`config.mk`:
```
export PLATFORM = sky130hd
export DESIGN_NAME = krc_ctrl
export DESIGN_NICKNAME = d
export VERILOG_FILES = /design/src/hw/rtl/krc_pkg.sv /design/src/hw/rtl/krc_ctrl.sv
export SDC_FILE = /design/constraint.sdc
export NUM_CORES = 1
export LEC_CHECK = 0
export ABC_AREA = 1
export BUFFER_PORTS_ARGS = -buffer_cell sky130_fd_sc_hd__buf_2
export CELL_PAD_IN_SITES_DETAIL_PLACEMENT = 1
export CELL_PAD_IN_SITES_GLOBAL_PLACEMENT = 1
export CORE_ASPECT_RATIO = 1.2
export CORE_UTILIZATION = 40
export CTS_BUF_LIST = sky130_fd_sc_hd__clkbuf_8
export CTS_CLUSTER_DIAMETER = 200
export DETAILED_ROUTE_END_ITERATION = 7
export PLACE_DENSITY_LB_ADDON = 0.1
export SETUP_SLACK_MARGIN = 0.02
export SLEW_MARGIN = 20
export SYNTH_ARGS = -nofsm -noshare
export SYNTH_HDL_FRONTEND = slang
export SYNTH_SLANG_ARGS = --single-unit
```
`constraint.sdc`:
```
create_clock -name clk -period 2.2 [get_ports clk]
set_input_delay 0.22 -clock clk [delete_from_list [all_inputs] [get_ports clk]]
set_output_delay 0.22 -clock clk [all_outputs]
set_load 0.1 [all_outputs]
```
`src/hw/rtl/krc_pkg.sv`:
```
// shared types and constants of the k-means color pass engine
package krc_pkg;

    localparam int CH_W      = 8;
    localparam int SLOT_W    = 6;
    localparam int CLUSTER_W = 6;
    localparam int CFG_W     = 7;
    localparam int IDX_W     = 8;
    localparam int DIST_W    = 18;

    localparam logic [CFG_W-1:0] CFG_RESET = 7'd64;

    localparam logic OP_SEED  = 1'b0;
    localparam logic OP_PIXEL = 1'b1;

    typedef struct packed {
        logic              op;
        logic [SLOT_W-1:0] slot;
        logic [CH_W-1:0]   blue;
        logic [CH_W-1:0]   green;
        logic [CH_W-1:0]   red;
        logic              pass_end;
    } in_item_t;

    typedef struct packed {
        logic [CLUSTER_W-1:0] cluster;
        logic                 pass_done;
    } out_item_t;

    typedef struct packed {
        logic [CH_W-1:0] red;
        logic [CH_W-1:0] green;
        logic [CH_W-1:0] blue;
    } cen_t;

    // controller to datapath commands
    typedef struct packed {
        logic             seed_wr;
        logic             px_load;
        logic             srch_issue;
        logic             srch_first;
        logic             acc_rd;
        logic             acc_best;
        logic             acc_wr;
        logic             div_load;
        logic             div_step;
        logic             cen_wr_mean;
        logic             acc_clear;
        logic             out_load;
        logic [IDX_W-1:0] idx;
    } krc_cmd_t;

    // datapath to controller status
    typedef struct packed {
        logic srch_busy;
        logic out_free;
    } krc_sts_t;

endpackage

```
`src/hw/rtl/krc_ctrl.sv`:
```
// sequencing controller: search, accumulate, recompute and result hand-off
module krc_ctrl
    import krc_pkg::*;
#(
    parameter int MAX_CENTROIDS = 64
)
(
    input  logic             clk,
    input  logic             rst_n,
    input  logic             cfg_wr_en,
    input  logic [CFG_W-1:0] cfg_wr_data,
    input  logic             in_valid,
    input  logic             in_op,
    input  logic             in_pass_end,
    output logic             in_stall,
    output krc_cmd_t         cmd,
    input  krc_sts_t         sts
);

    localparam int IW = (MAX_CENTROIDS > 1) ? $clog2(MAX_CENTROIDS) : 1;
    localparam logic [2:0] DIV_LAST = 3'(CH_W - 1);

    localparam logic [3:0] ST_IDLE    = 4'd0;
    localparam logic [3:0] ST_SEARCH  = 4'd1;
    localparam logic [3:0] ST_DRAIN   = 4'd2;
    localparam logic [3:0] ST_ACC_RD  = 4'd3;
    localparam logic [3:0] ST_ACC_WR  = 4'd4;
    localparam logic [3:0] ST_RC_RD   = 4'd5;
    localparam logic [3:0] ST_RC_LOAD = 4'd6;
    localparam logic [3:0] ST_RC_DIV  = 4'd7;
    localparam logic [3:0] ST_RC_WR   = 4'd8;
    localparam logic [3:0] ST_FIN     = 4'd9;

    logic [3:0]       state_reg, state_next;
    logic [IW-1:0]    idx_reg, idx_next;
    logic [2:0]       step_reg, step_next;
    logic             pend_reg, pend_next;
    logic [CFG_W-1:0] active_reg;
    logic [IW-1:0]    k_last;
    logic             accept;

    // configuration register
    always_ff @(posedge clk or negedge rst_n)
    begin
        if (!rst_n)
        begin
            active_reg <= CFG_RESET;
        end
        else if (cfg_wr_en)
        begin
            active_reg <= cfg_wr_data;
        end
    end

    // last searched slot, register clamped to 1..MAX_CENTROIDS
    always_comb
    begin
        int kv;
        kv = int'(active_reg);
        if (kv == 0)
        begin
            kv = 1;
        end
        if (kv > MAX_CENTROIDS)
        begin
            kv = MAX_CENTROIDS;
        end
        k_last = IW'(kv - 1);
    end

    assign in_stall = (state_reg != ST_IDLE);
    assign accept   = in_valid && !in_stall;

    // state machine
    always_comb
    begin
        state_next = state_reg;
        idx_next   = idx_reg;
        step_next  = step_reg;
        pend_next  = pend_reg;
        cmd        = '0;
        cmd.idx    = IDX_W'(idx_reg);
        unique case (state_reg)
            ST_IDLE:
            begin
                if (accept)
                begin
                    if (in_op == OP_SEED)
                    begin
                        cmd.seed_wr = 1'b1;
                    end
                    else
                    begin
                        cmd.px_load = 1'b1;
                        pend_next   = in_pass_end;
                        idx_next    = '0;
                        state_next  = ST_SEARCH;
                    end
                end
            end
            ST_SEARCH:
            begin
                cmd.srch_issue = 1'b1;
                cmd.srch_first = (idx_reg == '0);
                if (idx_reg == k_last)
                begin
                    state_next = ST_DRAIN;
                end
                else
                begin
                    idx_next = idx_reg + 1'b1;
                end
            end
            ST_DRAIN:
            begin
                if (!sts.srch_busy)
                begin
                    state_next = ST_ACC_RD;
                end
            end
            ST_ACC_RD:
            begin
                cmd.acc_rd   = 1'b1;
                cmd.acc_best = 1'b1;
                state_next   = ST_ACC_WR;
            end
            ST_ACC_WR:
            begin
                cmd.acc_wr = 1'b1;
                idx_next   = '0;
                state_next = pend_reg ? ST_RC_RD : ST_FIN;
            end
            ST_RC_RD:
            begin
                cmd.acc_rd = 1'b1;
                state_next = ST_RC_LOAD;
            end
            ST_RC_LOAD:
            begin
                cmd.div_load = 1'b1;
                step_next    = '0;
                state_next   = ST_RC_DIV;
            end
            ST_RC_DIV:
            begin
                cmd.div_step = 1'b1;
                if (step_reg == DIV_LAST)
                begin
                    state_next = ST_RC_WR;
                end
                else
                begin
                    step_next = step_reg + 1'b1;
                end
            end
            ST_RC_WR:
            begin
                cmd.cen_wr_mean = 1'b1;
                if (idx_reg == k_last)
                begin
                    cmd.acc_clear = 1'b1;
                    state_next    = ST_FIN;
                end
                else
                begin
                    idx_next   = idx_reg + 1'b1;
                    state_next = ST_RC_RD;
                end
            end
            ST_FIN:
            begin
                if (sts.out_free)
                begin
                    cmd.out_load = 1'b1;
                    state_next   = ST_IDLE;
                end
            end
            default:
            begin
                state_next = ST_IDLE;
            end
        endcase
    end

    // control registers
    always_ff @(posedge clk or negedge rst_n)
    begin
        if (!rst_n)
        begin
            state_reg <= ST_IDLE;
            idx_reg   <= '0;
            step_reg  <= '0;
            pend_reg  <= 1'b0;
        end
        else
        begin
            state_reg <= state_next;
            idx_reg   <= idx_next;
            step_reg  <= step_next;
            pend_reg  <= pend_next;
        end
    end

endmodule

```
======== After elaboration in Yosys (flattened, before gate mapping) ========
Cells that the tools add are included.
storage, ports and cells
  output and inout bits ................... 21
  bits of input ports ..................... 15
  flip-flop bits (word level) ............. 21
  logic and storage cells ................. 73
cells by class
  multiplexer cells ....................... 31
  equal/unequal tests ..................... 19
  add/subtract/negate cells ............... 3
  magnitude comparators ................... 1
  reductions and logical operators ........ 14
operators with widths
  cell                 number
  $pmux 4 s10          1
  $mux 4               8
  $mux 6               4
  $pmux 6 s3           1
  $eq 4x3->1 const B   4
  $ne 2x2->1 const B   8
  $mux 1               10
  $eq 4x2->1 const B   2
  $eq 4x4->1 const B   2
  $mux 2               4
  $gt 7x7->1 const B   1
  $logic_not 7->1      1
  $mux 7               1
  $add 6x1->6 const B  1
  $eq 6x6->1           1
  $logic_not 6->1      1
  $pmux 3 s2           1
  $reduce_and 6->1     1
  $sub 6x2->6 const B  1
  $eq 4x1->1 const B   1
  $logic_not 4->1      1
  $reduce_and 4->1     1
  $reduce_bool 4->1    1
  $reduce_or 2->1      2
  other kinds (9)      9

======== Depth between registers and ports, before layout ========
  word-level depth ........................ 8
  depth in mapped cells ................... 16
  mapped depth without buffers ............ 16

======== Worst setup path before layout ========
Ideal clock, no wire load.
  kind .................................... register -> output
  start ................................... register idx_reg[0]
  end ..................................... output port cmd[16] (netlist name)
  slack ................................... -2.068 ns
  arrival ................................. 4.048 ns
  cell stages (with the launch flop) ...... 5
  buffers on the path ..................... 0
  cells stage by stage .................... dfrtp_1 -> inv_1 -> ha_1 -> nand3_1 -> nor4_1
RTL lines
  element                 RTL line         source
  start, declared         krc_ctrl.sv:35   logic [IW-1:0] idx_reg, idx_next;
  start signal, assigned  krc_ctrl.sv:198  idx_reg <= idx_next;
  end, declared           krc_ctrl.sv:16   output krc_cmd_t cmd,

==> flow_metrics.py <==
metrics = {
    "status": {
        "outcome": "finished with violations",
        "violations": "negative setup slack",
    },
    "logic_synthesis": {
        "synth_area_leaders": "dfrtp_1 32%, nand2_1 12%, inv_1 6.7%, nand3_1 4.8%, nor2_1 4.0%",
        "ys_seq_elements": 21,
        "netlist_instances": 205,
        "netlist_top_cells_count": "51 x nand2_1, 28 x inv_1, 20 x dfrtp_1",
        "post-synth-top-count-cell": "nand2_1",
        "synthesis.area_sq_um": 1580,
        "yosys_warnings": 0,
        "synth_flop_cell": "dfrtp_1",
        "yosys.area.top_type": "dfrtp_1",
        "synth_edf_count": 0,
        "syn_avg_cell_area_sq_um": 7.70,
        "synth_top_area_share_pct": 31.7,
        "async_reset_ff_share_pct": 100,
        "ys_seq_area_share_pct": 33.4,
        "ys_types": 35,
    },
    "worst_setup_path": {
        "crit_fanout": 2,
        "critPathLaunch": "active_reg[3]$_DFFE_PN0P_",
        "startpoint_type": "flip-flop",
        "cp_top_family": "simple AND/OR/NAND/NOR gates",
        "cp.buffers_inverters": 2,
        "crit_slowest_cell": "dfrtp_1",
        "cp.arrival_ns": 2.16,
        "criticalPathCategory": "reg2out",
        "crit_chain": "nor2_2 -> nand3_2 -> nand2_2 -> nand2_4 -> ha_4 -> xor2_4 -> nand4_4 -> nor2_8 -> nand3_4 -> clkinvlp_4 -> buf_12",
        "cp_slowest_stage_delay_ns": 0.40,
        "critical_path_required_ns": 1.98,
        "end_kind": "output port",
        "r2r-start": "active_reg[3]$_DFFE_PN0P_",
    },
    "sta": {
        "hold_violations": 0,
        "setup_slack_ns": -0.185,
        "worst-slew-pin-transition_ns": 0.507,
        "hold_ws_ns": 0.162,
        "finalCritPeriodShare_pct": 108,
        "finalClockSkew_ns": 0.00413,
        "relSlewSlack_pct": 66.2,
        "setup_viol_count_final": 4,
        "slew_violations": 0,
        "period_needed_ns": 2.38,
        "timing.fmax_mhz": 419,
        "rsz0062_at_grt": "true",
    },
    "route": {
        "top_layer_used": "met4",
        "met2_wirelength_microns": 2330,
        "wl_met3_microns": 145,
        "vias_per_cell": 5.08,
        "drt_iter0_drc": 48,
        "vias": 1544,
        "routedWlPerCell_microns": 14.6,
        "drcViolationCount": 0,
        "drtAntennaViolNets": 0,
        "m1WireLength_microns": 1860,
        "first_pass_iters": 4,
        "routed_wl_microns": 4430,
    },
    "finish": {
        "area_growth_pct": 31.7,
        "nets": 273,
        "largest_reg_flops": 7,
        "final_cell_area_sq_um": 2080,
        "antennaDiodeCount": 0,
        "drive_gt1_share_pct": 42.1,
    },
    "power": {
        "power.density_nw_per_um2": 1330,
        "pwr-share-comb_pct": 69.0,
        "p_sw_uw": 1680,
        "p_leak_uw": 0.00108,
        "p_seq_share_pct": 21.6,
        "vdd_drop_max_v": 0.00111,
        "internal_power_uw": 1080,
        "p_sw_share_pct": 60.9,
        "power_frac_clock_pct": 9.4,
    },
    "placement": {
        "pre_cts_ws_ns": 0.00118,
        "port_buffers": 33,
        "place_hpwl_microns": 3400,
        "placed_cell_area_sq_um": 1910,
        "gp_congestion": 0.845,
    },
    "grt": {
        "grt_pass1_vias": 1604,
        "gr-total-overflow": 0,
        "grt_use_total_pct": 22.5,
        "grt_max_degree": 22,
        "antenna_found_initial": 0,
        "grt_pass1_wl_microns": 7250,
    },
    "clock_tree": {
        "htree_levels": 1,
        "root_buffer": "clkbuf_8",
        "cts_made_buffers": 3,
        "clk_path_buf_depth": 2,
        "cts.reportedPaths.clkPinSlew_ns": 0.08,
        "clock_sinks": 21,
        "clock_latency_ns": 0.26,
        "cts_tree": "done",
    },
    "job": {
        "drv_cap": 0,
    },
    "die": {
        "core-area_sq_um": 3690,
        "die_y_microns": 70.8,
        "start_util_pct": 42.7,
        "fp.dieW_microns": 59.3,
        "io_pins": 36,
        "die_area_sq_um": 4200,
        "rows": 24,
    },
    "worst_hold_path": {
        "hp-class": "in2reg",
        "min_from": "in_pass_end",
    },
}
==> through the flow <==
stage                     utilization, %  std cells  power, uW  setup TNS (ns)
after floorplan                        -        206       2070         -0.0814
after global placement              51.8        292       2340               0
after detailed placement            51.8        292       2390               0
after CTS                           54.4        302       2680          -0.207
after global routing                56.3        304       2940           -1.31
final                               56.3        304       2760          -0.242
==> final timing paths <==
check	to	slack (ns)	cells past startpoint
max	cmd[9]	-0.18	11
min	pend_reg$_DFFE_PN0P_	0.16	3
max reg2reg	state_reg[1]$_DFFE_PN0P_	-0.03	15
min reg2reg	idx_reg[3]$_DFFE_PN0P_	0.52	2
max in group asynchronous	idx_reg[5]$_DFFE_PN0P_	1.37	2
min in group asynchronous	active_reg[1]$_DFFE_PN0P_	0.45	2
==> routing by layer <==
layer	track usage, %	vias up
met2	40.8	39
met1	26.8	743
li1	-	750
met5	0	-
met3	2.38	12
met4	7.41	0
==> what timing repair did <==
item                       CTS  global route
buffers inserted             5             2
gates resized for setup      1            12
gates cloned                 0             0
hold buffers                 1             0
hold endpoints to repair    20             0
pin swaps                    6             7
setup endpoints to repair    1            11
==> final cells by class <==
type	count	area [sq um]
flip-flops and latches	21	533
clock buffers	3	41.3
well taps	52	65.1
clock inverters	1	5.00
fillers	476	1620
repair buffers	45	277
inverters	33	131
multi-input cells	149	1030
==> power by group through the flow <==
stage	combinational [uW]	clock (uW)	sequential (uW)
after global routing	2040	285	611
after CTS	1820	270	585
after detailed placement	1790	0	593
after floorplan	1390	0	678
after global placement	1750	0	588
final	1900	258	596
==> kinds of logic (layout without fill, tap and decap cells) <==
kind of cell	Yosys count	after routing	synth area share (%)
flip-flops	21	21	33.4
buffers and inverters	36	82	9.04
multiplexers	4	4	2.85
other	1	2	0.238
adder cells (fa/ha/maj)	5	5	3.97
AO/OA/AOI/OAI	17	17	8.41
AND/OR/NAND/NOR	115	115	38.3
XOR/XNOR	6	6	3.81
==> worst reg2reg max path: stages, from the launching register on <==
cell and delay [ns]:
dfrtp_1 0.40, nor2_2 0.16, nand3_2 0.12, nand2_2 0.11, nand2_4 0.06, ha_4 0.29
xor2_4 0.16, nand4_4 0.14, nor2_8 0.12, buf_4 0.12, buf_6 0.10, nand2_4 0.07
nand2_4 0.10, nand2_2 0.06, nand2_1 0.07, nand2_1 0.05
==> layout by cell type, fill, tap and decap left out, types with 2 or more instances in the layout <==
master      count
nor2_8          2
nor2_1         13
nor2_2          7
xor2_1          3
o21ai_0         7
nand3_1        13
buf_4          10
dfrtp_2         5
nand4_1         9
clkinvlp_4      2
clkbuf_8        3
inv_1          26
nand2_1        43
nand3_2         2
buf_2          32
conb_1          2
dfrtp_1        15
nand3_4         3
inv_2           5
mux2_2          4
ha_1            4
a22o_1          3
nand2_2        14
nand2_4         3
Note: power is estimated with default switching activity, not from simulation.
